### src/rtl/ccu_pkg.sv
package ccu_pkg;

    localparam logic [6:0]  YEAR_MAX          = 7'd99;
    localparam logic [3:0]  MONTH_MAX         = 4'd12;
    localparam logic [4:0]  HOUR_MAX          = 5'd23;
    localparam logic [5:0]  MIN_SEC_MAX       = 6'd59;
    localparam logic [15:0] DAYS_1970_TO_2000 = 16'd10957;
    localparam logic [15:0] DAYS_PER_YEAR     = 16'd365;
    localparam logic [16:0] SECS_PER_HOUR     = 17'd3600;
    localparam logic [16:0] SECS_PER_MIN      = 17'd60;
    localparam logic [31:0] SECS_PER_DAY      = 32'd86400;
    localparam logic [31:0] UNIX_RESET        = 32'd946684800;

    typedef enum logic {
        CMD_TICK = 1'b0,
        CMD_SET  = 1'b1
    } t_cmd;

    typedef struct packed {
        logic [6:0] year;
        logic [3:0] month;
        logic [4:0] day;
        logic [4:0] hour;
        logic [5:0] minute;
        logic [5:0] second;
    } t_cal;

    typedef struct packed {
        t_cmd       cmd;
        t_cal       cal;
        logic [4:0] tz_hours;
    } t_in_word;

    typedef struct packed {
        t_cmd        cmd;
        t_cal        cal;
        logic [15:0] days;
        logic [31:0] tod_adj;
    } t_prep_word;

    typedef struct packed {
        t_cmd        cmd;
        t_cal        cal;
        logic [31:0] day_secs;
        logic [31:0] tod_adj;
    } t_scaled_word;

    function automatic logic [4:0] month_len(input logic [6:0] year, input logic [3:0] month);
        logic [4:0] len;
        unique case (month)
            4'd2: begin
                len = (year[1:0] == 2'b00) ? 5'd29 : 5'd28;
            end
            4'd4, 4'd6, 4'd9, 4'd11: begin
                len = 5'd30;
            end
            default: begin
                len = 5'd31;
            end
        endcase
        return len;
    endfunction

    function automatic logic [8:0] days_before(input logic [3:0] month);
        logic [8:0] d;
        unique case (month)
            4'd2:    d = 9'd31;
            4'd3:    d = 9'd59;
            4'd4:    d = 9'd90;
            4'd5:    d = 9'd120;
            4'd6:    d = 9'd151;
            4'd7:    d = 9'd181;
            4'd8:    d = 9'd212;
            4'd9:    d = 9'd243;
            4'd10:   d = 9'd273;
            4'd11:   d = 9'd304;
            4'd12:   d = 9'd334;
            default: d = 9'd0;
        endcase
        return d;
    endfunction

endpackage

### src/rtl/ccu_set_prep.sv
module ccu_set_prep (
    input  logic               i_clk,
    input  logic               i_rst_n,
    input  logic               i_up_valid,
    output logic               o_up_ready,
    input  ccu_pkg::t_in_word  i_word,
    output logic               o_dn_valid,
    input  logic               i_dn_ready,
    output ccu_pkg::t_prep_word o_word
);

    logic                 r_valid;
    ccu_pkg::t_prep_word  r_word;
    ccu_pkg::t_prep_word  n_word;
    ccu_pkg::t_cal        cal_c;
    logic [4:0]           mlen;
    logic [5:0]           leaps;
    logic                 leap_adj;
    logic [16:0]          tod;
    logic [16:0]          tz_secs;

    always_comb begin
        cal_c.year   = (i_word.cal.year > ccu_pkg::YEAR_MAX) ? ccu_pkg::YEAR_MAX
                                                            : i_word.cal.year;
        if (i_word.cal.month == 4'd0) begin
            cal_c.month = 4'd1;
        end else if (i_word.cal.month > ccu_pkg::MONTH_MAX) begin
            cal_c.month = ccu_pkg::MONTH_MAX;
        end else begin
            cal_c.month = i_word.cal.month;
        end
        mlen = ccu_pkg::month_len(cal_c.year, cal_c.month);
        if (i_word.cal.day == 5'd0) begin
            cal_c.day = 5'd1;
        end else if (i_word.cal.day > mlen) begin
            cal_c.day = mlen;
        end else begin
            cal_c.day = i_word.cal.day;
        end
        cal_c.hour   = (i_word.cal.hour > ccu_pkg::HOUR_MAX) ? ccu_pkg::HOUR_MAX
                                                            : i_word.cal.hour;
        cal_c.minute = (i_word.cal.minute > ccu_pkg::MIN_SEC_MAX) ? ccu_pkg::MIN_SEC_MAX
                                                                 : i_word.cal.minute;
        cal_c.second = (i_word.cal.second > ccu_pkg::MIN_SEC_MAX) ? ccu_pkg::MIN_SEC_MAX
                                                                 : i_word.cal.second;

        // leap years from 2000 up to the year before
        leaps    = 6'((8'(cal_c.year) + 8'd3) >> 2);
        leap_adj = (cal_c.month > 4'd2) && (cal_c.year[1:0] == 2'b00);

        tod     = 17'(cal_c.hour) * ccu_pkg::SECS_PER_HOUR
                + 17'(cal_c.minute) * ccu_pkg::SECS_PER_MIN
                + 17'(cal_c.second);
        tz_secs = 17'(i_word.tz_hours) * ccu_pkg::SECS_PER_HOUR;

        n_word.cmd     = i_word.cmd;
        n_word.cal     = cal_c;
        n_word.days    = ccu_pkg::DAYS_1970_TO_2000
                       + 16'(cal_c.year) * ccu_pkg::DAYS_PER_YEAR
                       + 16'(leaps)
                       + 16'(ccu_pkg::days_before(cal_c.month))
                       + 16'(leap_adj)
                       + 16'(cal_c.day) - 16'd1;
        n_word.tod_adj = 32'(tod) - 32'(tz_secs);
    end

    assign o_up_ready = !r_valid || i_dn_ready;

    always_ff @(posedge i_clk) begin
        if (!i_rst_n) begin
            r_valid <= 1'b0;
        end else if (o_up_ready) begin
            r_valid <= i_up_valid;
        end
    end

    always_ff @(posedge i_clk) begin
        if (o_up_ready && i_up_valid) begin
            r_word <= n_word;
        end
    end

    assign o_dn_valid = r_valid;
    assign o_word     = r_word;

endmodule

### src/rtl/ccu_day_scale.sv
module ccu_day_scale (
    input  logic                  i_clk,
    input  logic                  i_rst_n,
    input  logic                  i_up_valid,
    output logic                  o_up_ready,
    input  ccu_pkg::t_prep_word   i_word,
    output logic                  o_dn_valid,
    input  logic                  i_dn_ready,
    output ccu_pkg::t_scaled_word o_word
);

    logic                  r_valid;
    ccu_pkg::t_scaled_word r_word;
    ccu_pkg::t_scaled_word n_word;

    always_comb begin
        n_word.cmd      = i_word.cmd;
        n_word.cal      = i_word.cal;
        n_word.day_secs = 32'(i_word.days) * ccu_pkg::SECS_PER_DAY;
        n_word.tod_adj  = i_word.tod_adj;
    end

    assign o_up_ready = !r_valid || i_dn_ready;

    always_ff @(posedge i_clk) begin
        if (!i_rst_n) begin
            r_valid <= 1'b0;
        end else if (o_up_ready) begin
            r_valid <= i_up_valid;
        end
    end

    always_ff @(posedge i_clk) begin
        if (o_up_ready && i_up_valid) begin
            r_word <= n_word;
        end
    end

    assign o_dn_valid = r_valid;
    assign o_word     = r_word;

endmodule

### src/rtl/ccu_cal_core.sv
module ccu_cal_core (
    input  logic                  i_clk,
    input  logic                  i_rst_n,
    input  logic                  i_up_valid,
    output logic                  o_up_ready,
    input  ccu_pkg::t_scaled_word i_word,
    output logic                  o_dn_valid,
    input  logic                  i_dn_ready,
    output ccu_pkg::t_cal         o_cal,
    output logic [31:0]           o_unix
);

    logic          r_out_valid;
    ccu_pkg::t_cal r_cal;
    ccu_pkg::t_cal n_cal;
    logic [31:0]   r_unix;
    logic [31:0]   n_unix;

    always_comb begin
        n_cal  = r_cal;
        n_unix = r_unix + 32'd1;
        unique case (i_word.cmd)
            ccu_pkg::CMD_SET: begin
                n_cal  = i_word.cal;
                n_unix = i_word.day_secs + i_word.tod_adj;
            end
            ccu_pkg::CMD_TICK: begin
                if (r_cal.second < ccu_pkg::MIN_SEC_MAX) begin
                    n_cal.second = r_cal.second + 6'd1;
                end else begin
                    n_cal.second = 6'd0;
                    if (r_cal.minute < ccu_pkg::MIN_SEC_MAX) begin
                        n_cal.minute = r_cal.minute + 6'd1;
                    end else begin
                        n_cal.minute = 6'd0;
                        if (r_cal.hour < ccu_pkg::HOUR_MAX) begin
                            n_cal.hour = r_cal.hour + 5'd1;
                        end else begin
                            n_cal.hour = 5'd0;
                            if (r_cal.day < ccu_pkg::month_len(r_cal.year, r_cal.month)) begin
                                n_cal.day = r_cal.day + 5'd1;
                            end else begin
                                n_cal.day = 5'd1;
                                if (r_cal.month < ccu_pkg::MONTH_MAX) begin
                                    n_cal.month = r_cal.month + 4'd1;
                                end else begin
                                    n_cal.month = 4'd1;
                                    n_cal.year  = (r_cal.year >= ccu_pkg::YEAR_MAX) ? 7'd0
                                                : r_cal.year + 7'd1;
                                end
                            end
                        end
                    end
                end
            end
            default: begin
                n_cal = r_cal;
            end
        endcase
    end

    assign o_up_ready = !r_out_valid || i_dn_ready;

    always_ff @(posedge i_clk) begin
        if (!i_rst_n) begin
            r_out_valid <= 1'b0;
            r_cal.year   <= 7'd0;
            r_cal.month  <= 4'd1;
            r_cal.day    <= 5'd1;
            r_cal.hour   <= 5'd0;
            r_cal.minute <= 6'd0;
            r_cal.second <= 6'd0;
            r_unix       <= ccu_pkg::UNIX_RESET;
        end else begin
            if (o_up_ready) begin
                r_out_valid <= i_up_valid;
            end
            if (o_up_ready && i_up_valid) begin
                r_cal  <= n_cal;
                r_unix <= n_unix;
            end
        end
    end

    assign o_dn_valid = r_out_valid;
    assign o_cal      = r_cal;
    assign o_unix     = r_unix;

endmodule

### src/rtl/calendar_clock_with_unix_time.sv
// Calendar clock with Unix seconds count. Each input word is either a one-second
// tick (tuser low) or a set command (tuser high) carrying a date, time and
// time-zone offset in hours; every word yields one output word with the
// calendar and the 32-bit Unix count after the update. Set fields out of range
// are saturated, years run 2000 to 2099 and wrap to 2000. The block takes one
// word per cycle while the output is not stalled; a result passes in turn
// through the input register, the field saturation and day count register,
// and the day-to-seconds multiply register into the calendar state register
// that is also the output register. A stalled output holds the stages behind it.
module calendar_clock_with_unix_time (
    input  logic        i_clk,
    input  logic        i_rst_n,
    input  logic        i_s_axis_tvalid,
    output logic        o_s_axis_tready,
    // set_year, set_month, set_day, set_hour, set_minute, set_second, tz_hours
    input  logic [39:0] i_s_axis_tdata,
    // cmd
    input  logic        i_s_axis_tuser,
    output logic        o_m_axis_tvalid,
    input  logic        i_m_axis_tready,
    // out_year, out_month, out_day, out_hour, out_minute, out_second, unix_seconds
    output logic [71:0] o_m_axis_tdata
);

    logic                  r_in_valid;
    ccu_pkg::t_in_word     r_in_word;
    ccu_pkg::t_in_word     n_in_word;
    logic                  prep_ready;
    logic                  prep_valid;
    ccu_pkg::t_prep_word   prep_word;
    logic                  scale_ready;
    logic                  scale_valid;
    ccu_pkg::t_scaled_word scale_word;
    logic                  core_ready;
    ccu_pkg::t_cal         cal;
    logic [31:0]           unix;

    always_comb begin
        n_in_word.cmd        = ccu_pkg::t_cmd'(i_s_axis_tuser);
        n_in_word.cal.year   = i_s_axis_tdata[6:0];
        n_in_word.cal.month  = i_s_axis_tdata[10:7];
        n_in_word.cal.day    = i_s_axis_tdata[15:11];
        n_in_word.cal.hour   = i_s_axis_tdata[20:16];
        n_in_word.cal.minute = i_s_axis_tdata[26:21];
        n_in_word.cal.second = i_s_axis_tdata[32:27];
        n_in_word.tz_hours   = i_s_axis_tdata[37:33];
    end

    assign o_s_axis_tready = !r_in_valid || prep_ready;

    always_ff @(posedge i_clk) begin
        if (!i_rst_n) begin
            r_in_valid <= 1'b0;
        end else if (o_s_axis_tready) begin
            r_in_valid <= i_s_axis_tvalid;
        end
    end

    always_ff @(posedge i_clk) begin
        if (o_s_axis_tready && i_s_axis_tvalid) begin
            r_in_word <= n_in_word;
        end
    end

    ccu_set_prep u_prep (
        .i_clk      (i_clk),
        .i_rst_n    (i_rst_n),
        .i_up_valid (r_in_valid),
        .o_up_ready (prep_ready),
        .i_word     (r_in_word),
        .o_dn_valid (prep_valid),
        .i_dn_ready (scale_ready),
        .o_word     (prep_word)
    );

    ccu_day_scale u_scale (
        .i_clk      (i_clk),
        .i_rst_n    (i_rst_n),
        .i_up_valid (prep_valid),
        .o_up_ready (scale_ready),
        .i_word     (prep_word),
        .o_dn_valid (scale_valid),
        .i_dn_ready (core_ready),
        .o_word     (scale_word)
    );

    ccu_cal_core u_core (
        .i_clk      (i_clk),
        .i_rst_n    (i_rst_n),
        .i_up_valid (scale_valid),
        .o_up_ready (core_ready),
        .i_word     (scale_word),
        .o_dn_valid (o_m_axis_tvalid),
        .i_dn_ready (i_m_axis_tready),
        .o_cal      (cal),
        .o_unix     (unix)
    );

    assign o_m_axis_tdata = {7'd0, unix, cal.second, cal.minute, cal.hour,
                             cal.day, cal.month, cal.year};

endmodule

### config.mk
export PLATFORM = sky130hd
export DESIGN_NAME = calendar_clock_with_unix_time
export DESIGN_NICKNAME = d
export VERILOG_FILES = /design/src/rtl/ccu_pkg.sv /design/src/rtl/ccu_set_prep.sv /design/src/rtl/ccu_day_scale.sv /design/src/rtl/ccu_cal_core.sv /design/src/rtl/calendar_clock_with_unix_time.sv
export SDC_FILE = /design/constraint.sdc
export NUM_CORES = 1
export LEC_CHECK = 0
export ABC_AREA = 1
export BUFFER_PORTS_ARGS = -buffer_cell sky130_fd_sc_hd__buf_4
export CORE_UTILIZATION = 40
export DETAILED_ROUTE_END_ITERATION = 8
export GPL_ROUTABILITY_DRIVEN = 0
export MAX_ROUTING_LAYER = met4
export PLACE_DENSITY = 0.7
export SLEW_MARGIN = 15
export SYNTH_ARGS = -nofsm -noshare
export SYNTH_HDL_FRONTEND = slang
export SYNTH_SLANG_ARGS = --single-unit
### constraint.sdc
create_clock -name i_clk -period 6.05 [get_ports i_clk]
set_input_delay 0.3025 -clock i_clk [delete_from_list [all_inputs] [get_ports i_clk]]
set_output_delay 0.3025 -clock i_clk [all_outputs]
set_load 0.05 [all_outputs]
==> results.txt, run 1 <==
Dividing the synthesized area by the synthesized cell count gives 8.42 um^2. Once the floorplan was initialized, standard cells occupied 40.7% of the core. TritonCTS built the clock tree. The tools report the number of fill cells in the layout as 4561. Setup violations remaining at the end of the flow were counted as 0. The die is 226 um tall. Summing the areas of all xor and xnor instances in the mapped netlist gives 4.47% of the synthesized area.

Routed wire length per instance: 14.9 um. The sum of overflow across all layers after global routing was 0; the die width was 226 um. The number of I/O port buffers is 109. The first TritonRoute pass finished after 6 iterations. After floorplanning, the core was divided into 81 placement rows. Cell at the root of the clock tree: sky130_fd_sc_hd__clkbuf_16. From synthesis to final layout, the design area changed by 15.8%. In the synthesized netlist the async set-or-reset flop fraction comes to 0%. The logs give 119 for the count of boundary I/O pins and 1 for the maximum level of the CTS H-tree. Across the run, the number of max-cap violations was 0. The share of the core filled with cells in the final layout came out at 47.1%.

Cells with a size suffix above 1 make up 9.48% of the layout. The tools report the number of standard cells after synthesis as 2375. In this run, synthesis produced a sequential element count of 249. The tools report the count of nets after finishing as 2937. For this run, design rule violations remaining after detail routing come to 0. The tools report the critical path arrival as 6.20 ns.

The area of the core region is 0.0492 mm^2. The min-delay analysis places its worst path in the category input port to flop. The maximum clock path buffer count was 3. Of all nets on the critical path, the largest fanout is 3.

The final route contains 16396 vias. The synthesized netlist devotes 25.1% of its cell area to adder and majority cells. The multi-input combinational cells in the finished layout cover a total of 0.0114 mm^2. Data on the critical path is required at its endpoint by 6.34 ns. After clock tree synthesis, the clock-pin slew on the worst setup and hold paths is 0.06 ns. By count the netlist is led by 489 x sky130_fd_sc_hd__nand2_1, 437 x sky130_fd_sc_hd__inv_1, 268 x sky130_fd_sc_hd__ha_1, 183 x sky130_fd_sc_hd__nor2_1, 180 x sky130_fd_sc_hd__edfxtp_1. The count of nets left with antenna violations once routing finished came out at 0. The HPWL after detailed placement is 37700 um. The routed design has 48100 um of wire. Maximum number of pins on one net before global-route repair: 76. In the post-route analysis, the smallest setup slack over all paths is 0.137 ns. The total count of hold-check failures in the final report is 0. The flow ran to the end, and the final reports show no timing, DRC or antenna violations. Synthesis instantiated 55 different standard cells from the library.

In this run the tightest slew margin relative to its limit is 24.2%. The final critical path takes up 97.7% of the cycle. The most area-hungry cell type in the Yosys netlist is sky130_fd_sc_hd__edfxtp_1.

Most frequently used cell type in the post-synthesis netlist: sky130_fd_sc_hd__nand2_1. In the routed layout, each cell is associated on average with a via count of 5.08. Global routing used 19.2% of the available tracks. The proportion of synthesized area in mux cells was 0%.

In the synthesized netlist the dominant register cell turns out to be sky130_fd_sc_hd__edfxtp_1. The clock period could shrink to 5.91 ns. Number of global-route vias before repair: 15962. The number of DRC violations after detailed-routing iteration 0 came out at 1159. Counting every sink on the clock net gives 249. The synthesized netlist devotes 8.72% of its cell area to compound gates.

Worst setup path category: flop to flop. The worst setup path is captured at a flop. The worst setup path is launched from a flop. Hold timing on the final database bottoms out at a slack of 0.0638 ns. The tools report the number of antenna violations at the first check in global routing as 0. The TritonCTS buffer count was 28; the area of the die was 0.0509 mm^2.

In this run, synthesis inferred 180 flip-flops with an integrated enable. Area taken by flip-flops and latches: 0.00679 mm^2. After synthesis, the largest family of logic cells by area is adder cells.

The worst setup skew after layout was 0.0229 ns; the sequential fraction of the synthesis area was 33.9%. The slew at the pin with the worst max-slew slack came out at 1.14 ns. The Yosys step of the flow raised 0 warnings. The largest incremental delay on the critical path is 0.51 ns, and the synthesized-area fraction occupied by and/or/nand/nor cells is 18.3%. For the worst-skew pair, the clock arrives at the later sink with an insertion delay of 0.56 ns. For the setup slack after placement, the log shows -0.104 ns. Area share of the largest cell type after synthesis: 27.0%. The max-slew violation total from the final report is 0. In this run the cell area of the synthesized design comes to 0.0200 mm^2.

Static timing analysis puts the maximum clock frequency at 169 MHz. The first global-routing pass estimated 77300 um of wire. After synthesis, the cell types taking the most area are sky130_fd_sc_hd__edfxtp_1 27%, sky130_fd_sc_hd__ha_1 17%, sky130_fd_sc_hd__nand2_1 9.2%, sky130_fd_sc_hd__fa_1 8.3%, sky130_fd_sc_hd__inv_1 8.2%. The cell with the biggest individual delay on the critical path was sky130_fd_sc_hd__fa_2.
-- path summary, 6_finish.rpt --
check / slack, ns / cells after the start / endpoint / startpoint
worst max-delay path: 0.14 / 28 / u_prep.o_word[44] / r_in_word[29]
worst min-delay path: 0.06 / 3 / r_in_valid / i_s_axis_tvalid
worst max register to register: 0.14 / 28 / u_prep.o_word[44] / r_in_word[29]
worst min register to register: 0.42 / 0 / u_scale.o_word[76] / u_prep.o_word[60]
-- stage by stage --
stage               setup TNS (ns)  cells  instance area, um^2
floorplan                        0   2381                20000
global placement                 0   3128                21600
detailed placement          -0.134   3128                21600
CTS                              0   3218                23000
global route                -0.762   3226                23200
finish                           0   3227                23200
-- sequential cells by signal, indices dropped and copies added, names as in the netlist --
name                count
u_prep.o_word          66
u_prep.o_dn_valid       1
u_scale.o_word         75
u_core.o_dn_valid       1
u_core.o_cal           33
r_in_word              39
u_core.o_unix          32
r_in_valid              1
u_scale.o_dn_valid      1
-- cell type report --
| class | instances | area share [%] |
|---|---|---|
| Tap cell | 664 | 3.59 |
| Sequential cell | 249 | 29.3 |
| Timing Repair Buffer | 179 | 6.22 |
| Inverter | 442 | 7.16 |
| Antenna cell | 1 | 0.0108 |
| Clock buffer | 36 | 3.20 |
| Clock inverter | 15 | 1.08 |
| Multi-Input combinational cell | 1641 | 49.4 |
-- critical path, delay by kind of cell, from the launching register on --
family,cells,cell delay (ns)
xor+xnor,1,0.08
compound gates,8,1.33
fa+ha+maj,9,2.84
flops,1,0.45
buf+inv,4,0.29
simple gates,6,0.65
-- layout by cell type, fill, tap and decap left out, types with 6 or more instances in the layout --
cell type,instances
sky130_fd_sc_hd__dfxtp_1,69
sky130_fd_sc_hd__buf_4,140
sky130_fd_sc_hd__dlygate4sd3_1,39
sky130_fd_sc_hd__a31oi_1,11
sky130_fd_sc_hd__fa_1,81
sky130_fd_sc_hd__nand3b_1,10
sky130_fd_sc_hd__nand2_1,487
sky130_fd_sc_hd__xnor2_1,33
sky130_fd_sc_hd__inv_2,9
sky130_fd_sc_hd__inv_1,433
sky130_fd_sc_hd__clkbuf_16,28
sky130_fd_sc_hd__o21bai_1,11
sky130_fd_sc_hd__a21oi_1,148
sky130_fd_sc_hd__conb_1,7
sky130_fd_sc_hd__o21ai_1,8
sky130_fd_sc_hd__clkbuf_1,7
sky130_fd_sc_hd__xor2_1,69
sky130_fd_sc_hd__ha_1,262
sky130_fd_sc_hd__nand2_2,6
sky130_fd_sc_hd__bufinv_16,6
sky130_fd_sc_hd__edfxtp_1,180
sky130_fd_sc_hd__o21ai_0,84
sky130_fd_sc_hd__or2_2,8
sky130_fd_sc_hd__nand3_1,100
sky130_fd_sc_hd__a21o_1,10
sky130_fd_sc_hd__nor2_1,180
sky130_fd_sc_hd__clkinvlp_4,6
sky130_fd_sc_hd__nor3_1,21
sky130_fd_sc_hd__nand4_1,31
-- logic make-up after synthesis --
logic type | count (synthesis)
simple gates | 868
buf+inv | 491
fa+ha+maj | 351
compound gates | 313
flops | 249
xor+xnor | 102
other cells | 1
-- repair_timing --
item	in CTS	in global routing
resized for setup	3	28
buffers inserted	0	8
endpoints found under the setup margin	4	14
hold buffers	39	0
hold endpoints to repair	39	0
pin swaps	0	14
-- routing by layer --
metal	up-vias	routed length (um)	track usage, %
li1	8046	-	-
met3	123	3020	2.28
met5	-	0	-
met4	0	1460	5.42
met2	583	23000	32.4
met1	7644	20700	24.3
Power of run 1 is not shown: default switching activity piles up to over one toggle a cycle in this logic, so the estimate is an artifact.
==> run 2: changes to the inputs <==
--- a/config.mk
+++ b/config.mk
@@ -8,6 +8,7 @@
 export ABC_AREA = 1
 export BUFFER_PORTS_ARGS = -buffer_cell sky130_fd_sc_hd__buf_4
 export CORE_UTILIZATION = 40
+export CTS_BUF_LIST = sky130_fd_sc_hd__clkbuf_4 sky130_fd_sc_hd__clkbuf_8
 export DETAILED_ROUTE_END_ITERATION = 8
 export GPL_ROUTABILITY_DRIVEN = 0
 export MAX_ROUTING_LAYER = met4
==> results.txt, run 2 (same netlist as run 1, synthesis figures left out) <==
The final total negative setup slack came out at 0 ns (unchanged). The chip height was 226 um (unchanged); the time the worst path needs with I/O delays and setup was 5.84 ns (was 5.91 ns). The total via count in the routed design was 16418 (was 16396). The startpoint class of the critical path was a flop (unchanged). The endpoint with the worst hold slack was r_in_valid (unchanged).

The tools report the number of global-route vias before repair as 16121 (was 15962). For the remaining max-slew budget at the tightest pin, the log shows 23.5% (was 24.2%). For the count of standard-cell rows, the log shows 81 (unchanged).

The logs give 6.15 ns (was 6.20 ns) for the critical path arrival and 0.21 ns (was 0.14 ns) for the flop-to-flop setup slack. Worst min-delay path class: input port to flop (unchanged). The met2 wire length is 23100 um (was 23000 um). For the required time reported for the critical path endpoint, the log shows 6.35 ns (was 6.34 ns). First-pass detailed-route iteration total: 6 (unchanged). The startpoint of the most critical hold path was i_s_axis_tvalid (unchanged).

The largest incremental delay on the critical path works out to 0.50 ns (was 0.51 ns). The run gives 0 (unchanged) as the max-slew violation total from the final report. The maximum fanout along the worst path is 6 (was 3), and the area of the die is 0.0509 mm^2 (unchanged). The tools report the global-route wire length before repair as 77700 um (was 77300 um).

For the number of DRC violations after detailed-routing iteration 0, the log shows 1042 (was 1159). Maximum number of pins on one net before global-route repair: 76 (unchanged). Most frequent cells in the layout: 487 x sky130_fd_sc_hd__nand2_1, 433 x sky130_fd_sc_hd__inv_1, 263 x sky130_fd_sc_hd__ha_1, 180 x sky130_fd_sc_hd__nor2_1, 180 x sky130_fd_sc_hd__edfxtp_1 (was 487 x sky130_fd_sc_hd__nand2_1, 433 x sky130_fd_sc_hd__inv_1, 262 x sky130_fd_sc_hd__ha_1, 180 x sky130_fd_sc_hd__nor2_1, 180 x sky130_fd_sc_hd__edfxtp_1). The flip-flop count of the largest register, all copies and words added is 75 (unchanged). The top metal layer carrying routed signals is met4 (unchanged). The number of cells on the worst hold path was 3 (unchanged); the sum of overflow across all layers after global routing was 0 (unchanged). The routed wire length per instance works out to 14.8 um (was 14.9 um). The worst path setup slack after routing was 0.205 ns (was 0.137 ns); the number of antenna violations at the first check in global routing was 0 (unchanged). The share of cells above drive strength 1 was 10.4% (was 9.48%). Among the stages of the critical path, the cell type that occurs most often is sky130_fd_sc_hd__ha_1. For the TritonCTS buffer count, the log shows 43 (was 28). The count of nets after finishing is 2952 (was 2937). The logs give 171 MHz (was 169 MHz) for the highest attainable clock frequency and 3010 um (was 3020 um) for the routed wire length on met3. The layout overhead on the synthesized area was 15.8% (unchanged). The logs give 0 (unchanged) for the number of DRC violations after detailed routing and 0 (was 1) for the number of antenna cells inserted. For the number of clock sinks seen by CTS, the log shows 249 (unchanged). The type of destination of the critical path was a flop (unchanged).

The logs give 2 (was 1) for the maximum level of the CTS H-tree and 0 (unchanged) for the total count of hold-check failures in the final report. TritonCTS built the clock tree. Die width: 226 um (unchanged).

For the total global-route track usage, the log shows 19.4% (was 19.2%). The final setup violation count came out at 0 (unchanged). The max-capacitance violation count was 0 (unchanged); the maximum clock path buffer count was 3 (unchanged). For the setup slack after placement, the log shows -0.104 ns (unchanged). Vias per cell: 5.05 (was 5.08).

The run finished with clean final reports. The run gives 0.0492 mm^2 (unchanged) as the area of the core region. Leading cell type in the layout, fill and taps excluded: sky130_fd_sc_hd__nand2_1 (unchanged). Cell with the biggest individual delay on the critical path: sky130_fd_sc_hd__fa_1 (was sky130_fd_sc_hd__fa_2). Total wire length after detailed routing: 48100 um (about the same). The tools report the initial cell density of the core as 40.7% (unchanged). The cell at the root of the clock tree is sky130_fd_sc_hd__clkbuf_8 (was sky130_fd_sc_hd__clkbuf_16). For the post-detailed-route count of antenna-violating nets, the log shows 0 (unchanged). The launch point of the worst reg-to-reg path is r_in_word[30] (was r_in_word[29]). Clock transition at the register clock pins on the worst setup and hold paths after CTS: 0.06 ns (about the same). The half-perimeter wire length after placement came out at 37700 um (unchanged). The count of boundary I/O pins came out at 119 (unchanged). The total routed wire length on the met1 layer was 20600 um (was 20700 um).

End of the worst register-to-register path: u_prep.o_word[44] (unchanged). The slew at the pin with the worst max-slew slack was 1.15 ns (was 1.14 ns); the number of cells on the worst reg-to-reg path was 28 (unchanged). The number of I/O port buffers is 109 (unchanged), and the worst setup skew after layout is 0.0389 ns (was 0.0229 ns).

The clock latency at the later pin of the worst-skew pair is 0.59 ns (was 0.56 ns). The worst setup path category is flop to flop (unchanged). The share of the cycle needed by the critical path after routing works out to 96.6% (was 97.7%).
run 2: changes by cell type in the layout (fill, tap and decap cells not counted), sizes merged:
cell / change
bufinv: -1
clkbuf: +24
clkinv: +9
clkinvlp: -5
diode: -1
inv: +1
run 2: timing repair:
action | 4_1_cts | 5_1_grt
resized for setup | 2 | 27
endpoints found under the setup margin | 4 | 16
hold endpoints to repair | 39 | 0
pin swaps | 0 | 14
gates cloned | 0 | 0
hold buffers | 39 | 0
setup buffers | 0 | 8
run 2: critical path: cells and delay by family, from the launching register on:
family,cells,cell delay [ns]
adders and majority gates,9,2.82
AOI/OAI and AO/OA,7,1.21
and+or+nand+nor,6,0.64
DFF,1,0.45
buffers and inverters,5,0.37
xor gates and xnor gates,1,0.08
run 2: worst max-delay path by stage:
stage,from,endpoint,slack [ns],depth (start not counted)
2_1_floorplan,r_in_word[30],u_prep.o_word[44],0.05,29
5_1_grt,r_in_word[16],u_prep.o_word[30],-0.11,33
6_report,r_in_word[30],u_prep.o_word[44],0.21,28
3_3_place_gp,r_in_word[30],u_prep.o_word[44],0.07,28
4_1_cts,r_in_word[16],u_prep.o_word[16],0.005,32
3_5_place_dp,r_in_word[30],u_prep.o_word[44],-0.10,28
run 2: area by class of cell:
cell class	instances	area [um^2]
fillers	4568	26000
inverters	442	1660
flip-flops and latches	249	6790
multi-input cells	1641	11400
clock buffers	60	769
well taps	664	831
repair buffers	179	1440
clock inverters	19	229
run 2: routing by layer:
metal,global-route usage [%],up-vias
met5,-,-
met4,6.25,0
met3,2.62,127
met2,32.4,571
met1,24.3,7637
li1,-,8083
run 2: through the flow:
| step | instances | utilization (%) | cell area (um^2) | hold WS (ns) |
|---|---|---|---|---|
| detailed placement | 3128 | 44.0 | 21600 | 0.405 |
| global placement | 3128 | 44.0 | 21600 | 0.401 |
| CTS | 3246 | 46.8 | 23000 | 0.0382 |
| global route | 3254 | 47.1 | 23200 | 0.0582 |
| finish | 3254 | 47.1 | 23200 | 0.0700 |
| floorplan | 2381 | - | 20000 | 0.400 |
Power of run 2 is left out for the same reason.
